[src/hw/rtl/rat_pkg.sv]
package rat_pkg;

   // table geometry and field widths
   localparam int REGIONS    = 16;
   localparam int PAGE_SHIFT = 12;
   localparam int ADDR_W     = 48;
   localparam int PAGES_W    = 36;
   localparam int IDX_W      = (REGIONS > 1) ? $clog2(REGIONS) : 1;
   localparam int CNT_W      = $clog2(REGIONS + 1);
   localparam int STATUS_W   = 2;
   localparam int LEN_W      = PAGES_W + PAGE_SHIFT;
   localparam int CMP_W      = (LEN_W > ADDR_W) ? LEN_W : ADDR_W;

   typedef enum logic [1:0] {
      MODE_ADD    = 2'd0,
      MODE_REMOVE = 2'd1,
      MODE_V2P    = 2'd2,
      MODE_P2V    = 2'd3
   } mode_type;

   typedef enum logic [STATUS_W-1:0] {
      STATUS_DONE = 2'd0,
      STATUS_MISS = 2'd1,
      STATUS_FULL = 2'd2
   } status_type;

   // controller to datapath
   typedef struct packed {
      logic load;
      logic search;
      logic commit;
   } cmd_type;

   // datapath to controller
   typedef struct packed {
      logic out_free;
   } stat_type;

   // address lies in [base, base + pages pages), no end sum formed
   function automatic logic in_range(input logic [ADDR_W-1:0]  base,
                                     input logic [PAGES_W-1:0] pages,
                                     input logic [ADDR_W-1:0]  addr);
      logic [ADDR_W-1:0] diff;
      logic [LEN_W-1:0]  len;
      diff = addr - base;
      len  = LEN_W'(pages) << PAGE_SHIFT;
      return (addr >= base) && (CMP_W'(diff) < CMP_W'(len));
   endfunction

endpackage

[src/hw/rtl/rat_ctrl.sv]
module rat_ctrl
   import rat_pkg::*;
(
   input  logic     clock,
   input  logic     reset,
   input  logic     req_valid,
   output logic     req_ready,
   input  stat_type stat,
   output cmd_type  cmd
);

   typedef enum logic [2:0] {
      ST_IDLE   = 3'b001,
      ST_SEARCH = 3'b010,
      ST_COMMIT = 3'b100
   } state_type;

   state_type state_ff, state_in;
   logic      commit;
   logic      load;

   // commit waits for room in the output register
   assign commit    = (state_ff == ST_COMMIT) && stat.out_free;
   // no item is taken while reset is held
   assign req_ready = !reset && ((state_ff == ST_IDLE) || commit);
   assign load      = req_valid && req_ready;

   assign cmd.load   = load;
   assign cmd.search = (state_ff == ST_SEARCH);
   assign cmd.commit = commit;

   // next state
   always_comb begin
      state_in = state_ff;
      unique case (state_ff)
         ST_IDLE: begin
            if (load) state_in = ST_SEARCH;
         end
         ST_SEARCH: begin
            state_in = ST_COMMIT;
         end
         ST_COMMIT: begin
            if (commit) state_in = load ? ST_SEARCH : ST_IDLE;
         end
         default: begin
            state_in = ST_IDLE;
         end
      endcase
   end

   always_ff @(posedge clock) begin
      if (reset) begin
         state_ff <= ST_IDLE;
      end else begin
         state_ff <= state_in;
      end
   end

endmodule

[config.mk]
export PLATFORM = sky130hd
export DESIGN_NAME = rat_ctrl
export DESIGN_NICKNAME = d
export VERILOG_FILES = /design/src/hw/rtl/rat_pkg.sv /design/src/hw/rtl/rat_ctrl.sv
export SDC_FILE = /design/constraint.sdc
export NUM_CORES = 1
export LEC_CHECK = 0
export ABC_AREA = 1
export BUFFER_PORTS_ARGS = -buffer_cell sky130_fd_sc_hd__buf_2
export CORE_AREA = 2 2 39 41
export CTS_BUF_LIST = sky130_fd_sc_hd__clkbuf_8
export CTS_CLUSTER_SIZE = 14
export DETAILED_ROUTE_END_ITERATION = 8
export DIE_AREA = 0 0 41 43
export SKIP_CTS_REPAIR_TIMING = 1
export SYNTH_ARGS = -nofsm -noshare
export SYNTH_HDL_FRONTEND = slang
export SYNTH_SLANG_ARGS = --single-unit
[constraint.sdc]
create_clock -name clock -period 2.98 [get_ports clock]
set_input_delay 0.149 -clock clock [delete_from_list [all_inputs] [get_ports clock]]
set_output_delay 0.149 -clock clock [all_outputs]
set_load 0.05 [all_outputs]
==> results, run 1 <==
- The tree built by TritonCTS fans out to 3 sinks.
- For this run, the top clock speed supported by timing is 706 MHz.
- The worst hold path passes through 2 cells.
- The detailed placement HPWL is 288 um.
- The critical path crosses 6 cells after its start point.
- The total number of yosys warnings is 0.
- The path depth of the worst reg2reg path is 8.
- After detailed routing, the number of vias per cell comes to about 3.5.
- The worst clock skew is between 0.0003 and 0.0004 ns.
- The number of slew-limit violations in the final report is 0.
- Sorting the synthesized cells by how often they occur yields sky130_fd_sc_hd__inv_1, sky130_fd_sc_hd__nand2_1, sky130_fd_sc_hd__a21oi_1, sky130_fd_sc_hd__dfxtp_1.
- In the final layout, the registers with the most flip-flops are state_ff (3).
- The part of the total power dissipated in combinational logic is between 10% and 20%.
- The post-synthesis instance area is between 150 and 200 sq um.
- After clock tree synthesis, the clock-pin slew on the worst setup and hold paths is around 0.030 ns.
- The number of flip-flops in the largest register is 3.
- The synthesis-to-finish area growth is 43.3%.
- The detail route stage leaves a number of antenna-violating nets equal to 0.
- The proportion of layout cells with a drive suffix above 1 is 32.5%.
- In this run, CTS created clock tree buffers numbering 3.
- The switching share of power is 27.6%.
- The start of the worst register-to-register path is state_ff[0].
- The leakage power total is roughly 0.18 nW.
- The critical path starts at state_ff[0].
- Global routing used between 5 and 6% of the available tracks.
- The overall die area is between 1500 and 2000 sq um.
- The end of the worst register-to-register path is state_ff[0].
- The post-synthesis cell type with the largest combined area is sky130_fd_sc_hd__dfxtp_1.
- The cell with the biggest individual delay on the critical path is sky130_fd_sc_hd__dfxtp_1.
- The tool flagged a number of max-cap violations equal to 0.
- The total count of hold-check failures in the final report is 0.
- In this run the vertical extent of the chip is 43 um.
- The total grt overflow is 0.
- Data on the critical path arrives at its endpoint at 1.27 ns.
- The path category of the worst min-delay check is in2reg.
- The peak fanout along the critical path is 4.
- The number of antenna violations at the first check in global routing is 0.
- 0 antenna diodes ended up in the layout.
- The count of filler cells inserted in the layout is between 150 and 200.
- The standard-cell row count is 14.
- The power spent charging and discharging nets is 0.0545 mW.
- After technology mapping, the gate count stands at 31.
- The internal power is about 0.14 mW.
- The last weighted congestion value of the routability-driven placer is around 0.68.
- Of the total power, the clock network draws around 57%.
- In the post-synthesis netlist, the cell with the most instances is sky130_fd_sc_hd__inv_1.
- The count of routing violations after the opening detailed-route iteration is 2.
- The prevailing post-synth register cell is sky130_fd_sc_hd__dfxtp_1.
- The final layout contains 45 nets.
- The starting utilization of the core area is 14.2%.
- The worst vdd rail ir drop is 231 uV.
- The run finished with clean final reports.
- The register name with the most flops is state_ff.
- After detailed routing, the number of remaining DRC violations is 0.
- The routed via count is a little under 200.
- The maximum count of clock buffers along a single path is 2.
- The floorplan step set the die width to ~40 um.
- Setup repair after global routing left no endpoint under its margin.
- The cell area power density is 701 nW/um^2.
- Clock tree synthesis selected as its root buffer the cell sky130_fd_sc_hd__clkbuf_8.
- Entering global routing, the biggest net connects 5 pins.
- The final core utilization is about a fifth.
- The cell family contributing the most delay on the critical path is simple AND/OR/NAND/NOR gates.
- The kind of end point of the critical path is an output port.
- Dividing the detail-routed wire length by the instance count gives around 6.4 um.
- The TritonCTS clock tree is yes.
- The register-to-register setup slack is about 1.9 ns.
- The area fraction of the dominant cell type after synthesis is between 30% and 40%.
- The ratio of final minimum period to clock period is around 48%.
- The signal on the critical path passes through nor2_2, nand3_2, nand2_1, nand3_2, inv_1, buf_2.
- The via count of the first global-routing pass was 166.
- The transition time at the pin with the least slew margin is 0.247 ns.
- The deepest level of the CTS H-tree is 1.
- The count of buffering cells on the critical path with inverters included is 2.
- STA puts the critical path data required time at 2.83 ns.
- The proportion of register bits with asynchronous set or reset after synthesis is 0%.
- The worst relative slew slack is ~84%.
- The final wirelength is 359 um.
- The number of I/O pins is 8.
- The number of iterations in the first detailed-routing pass is 5.
- By area the synthesized netlist is led by sky130_fd_sc_hd__dfxtp_1, sky130_fd_sc_hd__inv_1, sky130_fd_sc_hd__nand2_1.
- The first global-routing pass estimated between 500 and 600 um of wire.
- The worst setup path is of the reg2out kind.
- The worst setup path endpoint is cmd[2].
- In this run, synthesis produced a sequential element count of 3.
- Per report_power, the sequential group accounts for a little under a quarter of the total.
- The number of buffer cells added on primary ports is 7.
- The number of nets in the synthesized netlist is 35.
- In this run the standard cell core region covers 1380 sq um.
- The final total negative setup slack is 0 ns.
- The average instance in the mapped netlist occupies roughly 6.3 sq um.
- The number of setup violations in the final report is 0.
- The share of the Yosys chip area taken by registers is 30.6%.
- The startpoint type of the worst setup path is a flip-flop.
- The delay of the slowest cell on the worst path is around 0.32 ns.
- The shortest clock period the worst path allows after layout is approximately 1.4 ns.
- The cell that appears most often on the critical path is sky130_fd_sc_hd__nand3_2.
- In this run, synthesis inferred 0 flip-flops with an integrated enable.
- For the worst-skew pair, the clock arrives at the later sink with an insertion delay of approximately 0.21 ns.
- Counting distinct cell types in the post-synthesis netlist gives 10.
==> stage by stage <==
stage | total power, mW | instances | setup WS (ns) | area, sq um | hold WS (ns)
after global routing | 0.213 | 56 | 1.46 | 282 | 0.145
after floorplan | 0.0781 | 31 | 1.54 | 196 | 0.218
after CTS | 0.203 | 56 | 1.55 | 282 | 0.134
final | 0.197 | 56 | 1.56 | 282 | 0.137
after detailed placement | 0.0851 | 52 | 1.79 | 236 | 0.362
after global placement | 0.0850 | 52 | 1.80 | 236 | 0.360
==> cells by family after synthesis <==
group	after synthesis	share of synthesized area [%]
flip-flops	3	30.6
buffers and inverters	11	24.8
AND/OR/NAND/NOR	14	36.9
AO/OA/AOI/OAI	3	7.64
==> how the worst min path moves through the flow <==
stage                from     endpoint  slack (ns)
floorplan           reset  state_ff[2]        0.22
global placement    reset  state_ff[2]        0.36
detailed placement  reset  state_ff[2]        0.36
CTS                 reset  state_ff[2]        0.13
global route        reset  state_ff[2]        0.15
finish              reset  state_ff[2]        0.14
==> power groups by stage <==
stage          Sequential (mW)  Combinational, mW  Clock [mW]
6_report                0.0467             0.0375       0.113
5_1_grt                 0.0474             0.0414       0.124
4_1_cts                 0.0467             0.0380       0.118
3_5_place_dp            0.0472             0.0379           0
3_3_place_gp            0.0471             0.0378           0
2_1_floorplan           0.0468             0.0313           0
==> cell type report <==
| cell class | count | area, sq um | share of cell area [%] |
|---|---|---|---|
| Clock buffer | 3 | 41.3 | 14.7 |
| Clock inverter | 1 | 3.75 | 1.33 |
| Inverter | 9 | 33.8 | 12.0 |
| Multi-Input combinational cell | 17 | 87.6 | 31.1 |
| Sequential cell | 3 | 60.1 | 21.3 |
| Tap cell | 16 | 20.0 | 7.11 |
| Timing Repair Buffer | 7 | 35.0 | 12.4 |
==> per-layer routing <==
metal  track usage, %  vias up  part of all wire, %
li1                 -      107                    -
met1             4.79       79                   39
met2             7.19        6                   47
met3             4.71        2                   10
met4             8.00        0                  3.3
met5                0        -                    0
==> layout by cell type (no fill, tap or decap), drive strengths merged <==
master | Yosys | routed
inv | 9 | 10
nor2 | 2 | 2
or2 | 1 | 1
nand3 | 4 | 4
dfxtp | 3 | 3
buf | 2 | 7
a21oi | 3 | 3
clkbuf | 0 | 3
nand2 | 7 | 7
Note: power is estimated with default switching activity, not from simulation.
==> inputs of run 2 (changes only) <==
Settings changed: ABC_AREA 1 to 0.
Clock period 2.98 ns to 1.28 ns, I/O delays scaled along.
==> results, run 2 <==
- The smallest hold slack is 0.0852 ns (-0.0523 ns).
- The critical path required time is 1.22 ns (-1.61 ns).
- The global router's overall resource usage is 6.12% (+0.21 points).
- The net count after synthesis is 25 (-29%).
- The critical path goes through nand2b_1, a211oi_4, and2_1, buf_6.
- The final reports fail on negative setup slack.
- The part of the total power dissipated in combinational logic is 14.6% (-4.4 points).
- The category of the most critical setup path is reg2out.
- The least setup slack across all paths after layout came to -0.0999 ns (-1.66 ns).
- The register-to-register setup slack was 0.29 ns (-1.63 ns).
- The peak fanout along the critical path was 4 (unchanged).
- The die extent in y was 43 um (unchanged).
- For this run, the leading register cell type out of synthesis is sky130_fd_sc_hd__dfxtp_1.
- The internal power is 0.329 mW (+130%).
- The number of I/O pins is 8 (unchanged).
- The total count of hold-check failures in the final report is 0 (unchanged).
- The max capacitance violation total is 0 (unchanged).
- The sequential fraction of the synthesis area was 33.3% (+2.8 points).
- Ranked by flip-flop count, first place goes to state_ff.
- The cell count after synthesis was 21 (-32%).
- The worst register-to-register path begins at state_ff[2].
- The count of routing violations after the opening detailed-route iteration was 2 (unchanged).
- The worst hold path startpoint is reset.
- The clock slew at the register clock pins of the worst setup and hold paths is 0.03 ns (about the same).
- The horizontal extent of the die is 41 um (unchanged).
- The detailed placement HPWL is 283 um (-1.9%).
- The number of cells after detailed placement is 42 (-19%).
- The worst vdd rail ir drop came to 377 uV (+63%).
- The post-synthesis sequential element count was 3 (unchanged).
- The number of enable-type register cells in the synthesized netlist is 0 (unchanged).
- The antenna diode count is 0 (unchanged).
- The area fraction of the dominant cell type after synthesis was 33.3% (+2.8 points).
- The most frequent standard cell in the layout excluding fill and tap cells is sky130_fd_sc_hd__buf_2.
- The maximum count of clock buffers along a single path is 2 (unchanged).
- The cell area after placement is 229 sq um (-3.2%).
- The synthesis-to-finish area growth is 61.1%.
- The total grt overflow came to 0 (unchanged).
- The ratio of final minimum period to clock period is 108%.
- The cell family contributing the most delay on the critical path is simple AND/OR/NAND/NOR gates.
- The post-synthesis cell type with the largest combined area is sky130_fd_sc_hd__dfxtp_1.
- The power spent charging and discharging nets is 0.109 mW (+99%).
- TritonCTS built the clock tree.
- Setup repair after global routing could not meet its margin everywhere.
- The overall die area came to 1760 sq um (unchanged).
- The count of placed standard cells in the final layout, fillers left out is 46 (-18%).
- The kind of end point of the critical path is an output port.
- The synthesized area per cell is 8.58 sq um (+35%).
- The routed via count came to 171 (-12%).
- The path depth of the worst reg2reg path was 3 (-5).
- The worst hold path depth came to 2 (unchanged).
- The proportion of layout cells with a drive suffix above 1 is 43.3% (+11 points).
- The number of buffers created by CTS is 3 (unchanged).
- The final routed wire length divided by cell count came to 8.37 um (+31%).
- The switching share of power is 24.8% (-2.8 points).
- The worst clock skew is 0.000845 ns (+0.000471 ns).
- The area of the core came to 1380 sq um (unchanged).
- The last weighted congestion value of the routability-driven placer is 0.645 (-5.8%).
- The proportion of register bits with asynchronous set or reset after synthesis is 0% (unchanged).
- The end of the worst register-to-register path is state_ff[1].
- The startpoint type of the worst setup path is a flip-flop.
- The wire length of the first global-routing pass is 607 um (+3.6%).
- The run finished, with violations left.
- The root buffer cell chosen for the clock tree is sky130_fd_sc_hd__clkbuf_8.
- The maximum number of pins on one net before global-route repair is 7 (+2).
- Sorting the synthesized cells by how often they occur yields sky130_fd_sc_hd__dfxtp_1, sky130_fd_sc_hd__nand2b_1.
- The number of clock sinks was 3 (unchanged).
- The residual antenna-violating net count after detailed routing is 0 (unchanged).
- The count of filler cells inserted in the layout is 156 (-8.8%).
- The latest clock arrival within the worst-skew pair is 0.22 ns (about the same).
- The top cell types in the final layout, fill and taps aside, are sky130_fd_sc_hd__buf_2, sky130_fd_sc_hd__nand2b_1, sky130_fd_sc_hd__clkbuf_8.
- The number of slew-limit violations in the final report is 0 (unchanged).
- The worst hold path belongs to the class in2reg.
- The net count of the finished layout is 35 (-22%).
- The count of buffering cells on the critical path with inverters included was 1 (-1).
- The cell with the biggest individual delay on the critical path is sky130_fd_sc_hd__dfxtp_1.
- The worst relative slew slack came to 83.6% (about the same).
- The standard-cell row count is 14 (unchanged).
- The number of flip-flops in the largest register was 3 (unchanged).
- The final wirelength came to 385 um (+7.2%).
- The post-layout instance area is 290 sq um (+3.1%).
- The total number of yosys warnings is 0 (unchanged).
- The number of iterations in the first detailed-routing pass is 3 (-2).
- The delay of the slowest cell on the worst path is 0.31 ns (about the same).
- The relative contribution of the clock network to total power is 61.0% (+3.7 points).
- The number of setup violations in the final report is 2 (+2).
- For this run, the top clock speed supported by timing is 725 MHz.
- The post-synthesis instance area is 180 sq um (-8.3%).
- The transition time at the pin with the least slew margin came to 0.248 ns (+0.000693 ns).
- The number of antenna violations at the first check in global routing is 0 (unchanged).
- By area the synthesized netlist is led by sky130_fd_sc_hd__dfxtp_1, sky130_fd_sc_hd__nand2b_1, sky130_fd_sc_hd__buf_4.
- The leakage power total is 0.119 nW (-33%).
- The number of buffer cells added on primary ports came to 7 (unchanged).
- Subtracting the final worst setup slack from the clock period gives between 1 and 1.5 ns.
- The unique cell type count in the Yosys netlist is 13 (+3).
- The sequential power share is 24.4% (+0.7 points).
- The detailed-route vias per instance was 3.72 (+7.3%).
- The DRC violations left is 0 (unchanged).
- The starting utilization of the core area is 13.0% (-1.2 points).
- The deepest level of the CTS H-tree came to 1 (unchanged).
- The worst setup timing slack at the placement stage is 0.0512 ns (-1.74 ns).
- The largest registers in the layout are state_ff (3).
- The overall power is 0.437 mW (+120%).
- The cell area power density is 1510 nW/um^2 (+110%).
- The via count of the first global-routing pass is 167 (+0.60%).
- The arrival time of data at the critical path endpoint is 1.32 ns (+0.05 ns).
- The path with the worst hold slack has its endpoint at state_ff[2].
run 2: cell families after synthesis:
logic type | count (synthesis) | share of synthesized area, %
compound gates | 3 | 15.3
simple gates | 12 | 41.0
buf+inv | 3 | 10.4
flops | 3 | 33.3
run 2: worst max path at each step:
stage	startpoint	end	slack, ns	depth (start not counted)
3_3_place_gp	state_ff[0]	cmd[2]	0.07	4
3_5_place_dp	state_ff[2]	cmd[2]	0.05	4
2_1_floorplan	state_ff[0]	cmd[2]	-0.25	4
6_report	state_ff[2]	cmd[2]	-0.1	4
5_1_grt	state_ff[2]	cmd[2]	-0.17	4
4_1_cts	state_ff[2]	cmd[2]	-0.18	4
run 2: layout make-up:
class                   instances  area, sq um  area share, %
flip-flops and latches          3         61.3           21.1
inverters                       1         3.75           1.29
clock buffers                   3         41.3           14.2
clock inverters                 1         3.75           1.29
well taps                      16         20.0           6.90
repair buffers                  7         46.3           15.9
multi-input cells              15          114           39.2
run 2: metal layers:
layer  vias up  GRT usage, %  part of all wire (%)
li1         86             -                     -
met1        75          5.79                    45
met2         8          6.88                    41
met3         2          3.14                   8.8
met4         0          10.0                   5.5
met5         -             0                     0
run 2: per-stage QoR:
step / TNS (ns) / util (%)
floorplan: -0.504 / -
global placement: 0 / 16.5
detailed placement: 0 / 16.5
CTS: -0.292 / 19.8
global route: -0.291 / 21.0
finish: -0.175 / 21.0
run 2: power groups by stage:
stage | registers, mW | logic [mW] | clock network, mW
floorplan | 0.106 | 0.0471 | 0
global route | 0.107 | 0.0691 | 0.281
detailed placement | 0.108 | 0.0599 | 0
finish | 0.107 | 0.0638 | 0.267
CTS | 0.106 | 0.0602 | 0.274
global placement | 0.108 | 0.0597 | 0
==> inputs of run 3 (changes only) <==
Settings changed: REMOVE_ABC_BUFFERS set to 1.
==> results, run 3 (synthesized netlist as in run 2, its figures left out) <==
- The flow ran to the end, but the final reports show violations.
- The checks that failed: negative setup slack.
- The routed via count is 171 (unchanged).
- The starting utilization of the core area came to 13.0% (unchanged).
- The proportion of layout cells with a drive suffix above 1 came to 45.2% (+1.8 points).
- The leakage power total is 0.123 nW (+3.6%).
- The category of the most critical setup path is reg2out.
- The synthesis-to-finish area growth is 59.7%.
- The overall power is 0.432 mW (-1.2%).
- The residual antenna-violating net count after detailed routing is 0 (unchanged).
- The standard-cell row count is 14 (unchanged).
- The smallest hold slack is 0.0582 ns (-0.0270 ns).
- The net count of the finished layout came to 36 (+2.9%).
- The count of placed standard cells in the final layout, fillers left out is 47 (+2.2%).
- The number of buffers created by CTS was 3 (unchanged).
- The clock slew at the register clock pins of the worst setup and hold paths is 0.03 ns (about the same).
- The number of antenna violations at the first check in global routing is 0 (unchanged).
- The maximum clock frequency is 729 MHz (+0.66%).
- Leaving out fill and tap cells, the most frequent cells in the layout are sky130_fd_sc_hd__buf_2, sky130_fd_sc_hd__nand2b_1, sky130_fd_sc_hd__clkbuf_8.
- The final total negative setup slack was -0.159 ns (+0.0159 ns).
- The total grt overflow is 0 (unchanged).
- The detailed placement HPWL is 303 um (+7.2%).
- The number of flip-flops in the largest register is 3 (unchanged).
- The least setup slack across all paths after layout was -0.0908 ns (+0.00905 ns).
- The detailed-route vias per instance was 3.64 (-2.1%).
- The arrival time of data at the critical path endpoint is 1.31 ns (about the same).
- The TritonCTS clock tree is yes.
- The number of buffer cells added on primary ports is 7 (unchanged).
- Setup repair after global routing could not meet its margin everywhere.
- The critical path required time is 1.22 ns (about the same).
- The overall die area is 1760 sq um (unchanged).
- The peak fanout along the critical path is 5 (+1).
- The antenna diode count is 0 (unchanged).
- The via count of the first global-routing pass is 176 (+5.4%).
- The worst vdd rail ir drop is 482 uV (+28%).
- The most frequent standard cell in the layout excluding fill and tap cells is sky130_fd_sc_hd__buf_2.
- The max capacitance violation total is 0 (unchanged).
- The number of setup violations in the final report is 2 (unchanged).
- The kind of end point of the critical path is an output port.
- The deepest level of the CTS H-tree came to 1 (unchanged).
- The final core utilization is 20.8% (-0.18 points).
- The number of cells after detailed placement came to 43 (+2.4%).
- The horizontal extent of the die is 41 um (unchanged).
- The maximum count of clock buffers along a single path is 2 (unchanged).
- The wire length of the first global-routing pass was 669 um (+10%).
- The buffer type at the clock tree root is sky130_fd_sc_hd__clkbuf_8.
- The shortest clock period the worst path allows after layout was 1.37 ns (-0.00905 ns).
- The largest registers in the layout are state_ff (3).
- The slowest stage of the critical path belongs to the cell sky130_fd_sc_hd__dfxtp_2.
- The worst setup path is launched from a flip-flop.
- The worst relative slew slack is 83.5% (about the same).
- The critical path goes through nand3b_1, a211oi_2, and2_1, buf_6.
- The ratio of final minimum period to clock period is 107% (-0.71 points).
- The area of the core came to 1380 sq um (unchanged).
- The global router's overall resource usage is 6.22% (+0.094 points).
- The worst setup timing slack at the placement stage was 0.0675 ns (+0.0163 ns).
- The post-layout instance area is 288 sq um (-0.86%).
- The DRC violations left is 0 (unchanged).
- The cell area after placement is 228 sq um (-0.55%).
- The worst clock skew is 0.00183 ns (+0.000985 ns).
- The final routed wire length divided by cell count is 8.15 um (-2.6%).
- The latest clock arrival within the worst-skew pair is 0.21 ns (about the same).
- The maximum number of pins on one net before global-route repair came to 6 (-1).
- The total count of hold-check failures in the final report is 0 (unchanged).
- The number of clock sinks came to 3 (unchanged).
- The final wirelength is 383 um (-0.52%).
- The count of routing violations after the opening detailed-route iteration is 1 (-1).
- The last weighted congestion value of the routability-driven placer came to 0.732 (+14%).
- The register name with the most flops is state_ff.
- The number of slew-limit violations in the final report was 0 (unchanged).
- The count of filler cells inserted in the layout was 156 (unchanged).
- The transition time at the pin with the least slew margin was 0.249 ns (+0.000908 ns).
- The number of I/O pins was 8 (unchanged).
- The number of iterations in the first detailed-routing pass is 2 (-1).
- The path category of the worst min-delay check is in2reg.
- The die extent in y is 43 um (unchanged).
- The cell area power density is 1500 nW/um^2 (-0.31%).
- The delay of the slowest cell on the worst path is 0.33 ns (+0.02 ns).
==> run 3: cell count changes in the layout (fill, tap and decap cells not counted), sizes merged <==
cell	change
buf	+2
clkbuf	-1
==> run 3: worst paths after layout <==
path,start,to,slack (ns),depth (start not counted)
max,state_ff[0],cmd[2],-0.09,4
min,reset,state_ff[2],0.06,2
max reg2reg,state_ff[0],state_ff[1],0.29,3
min reg2reg,state_ff[0],state_ff[2],0.45,1
==> run 3: area by class of cell <==
class / instances / area (sq um) / area share (%)
timing repair buffer: 8 / 51.3 / 17.8
tap: 16 / 20.0 / 6.96
inverter: 1 / 3.75 / 1.30
sequential: 3 / 61.3 / 21.3
clock buffer: 3 / 41.3 / 14.3
clock inverter: 1 / 3.75 / 1.30
multi-input combinational: 15 / 106 / 37.0
==> run 3: critical path: cells and delay by family, from the launching register on <==
kind / cells / cell delay, ns
flip-flops: 1 / 0.33
AND/OR/NAND/NOR: 2 / 0.33
AO/OA/AOI/OAI: 1 / 0.27
buffers and inverters: 1 / 0.15
==> run 3: routing by layer <==
metal / track usage, % / vias up / routed length [um]
met1: 6.41 / 78 / 154
met3: 3.14 / 0 / 21
li1: - / 90 / -
met2: 8.44 / 3 / 207
met5: 0 / - / 0
met4: 6.00 / 0 / 0
==> run 3: power breakdown <==
group	internal, mW	switching, mW
registers	0.0998	0.00542
logic	0.0248	0.0382
clock network	0.204	0.0598
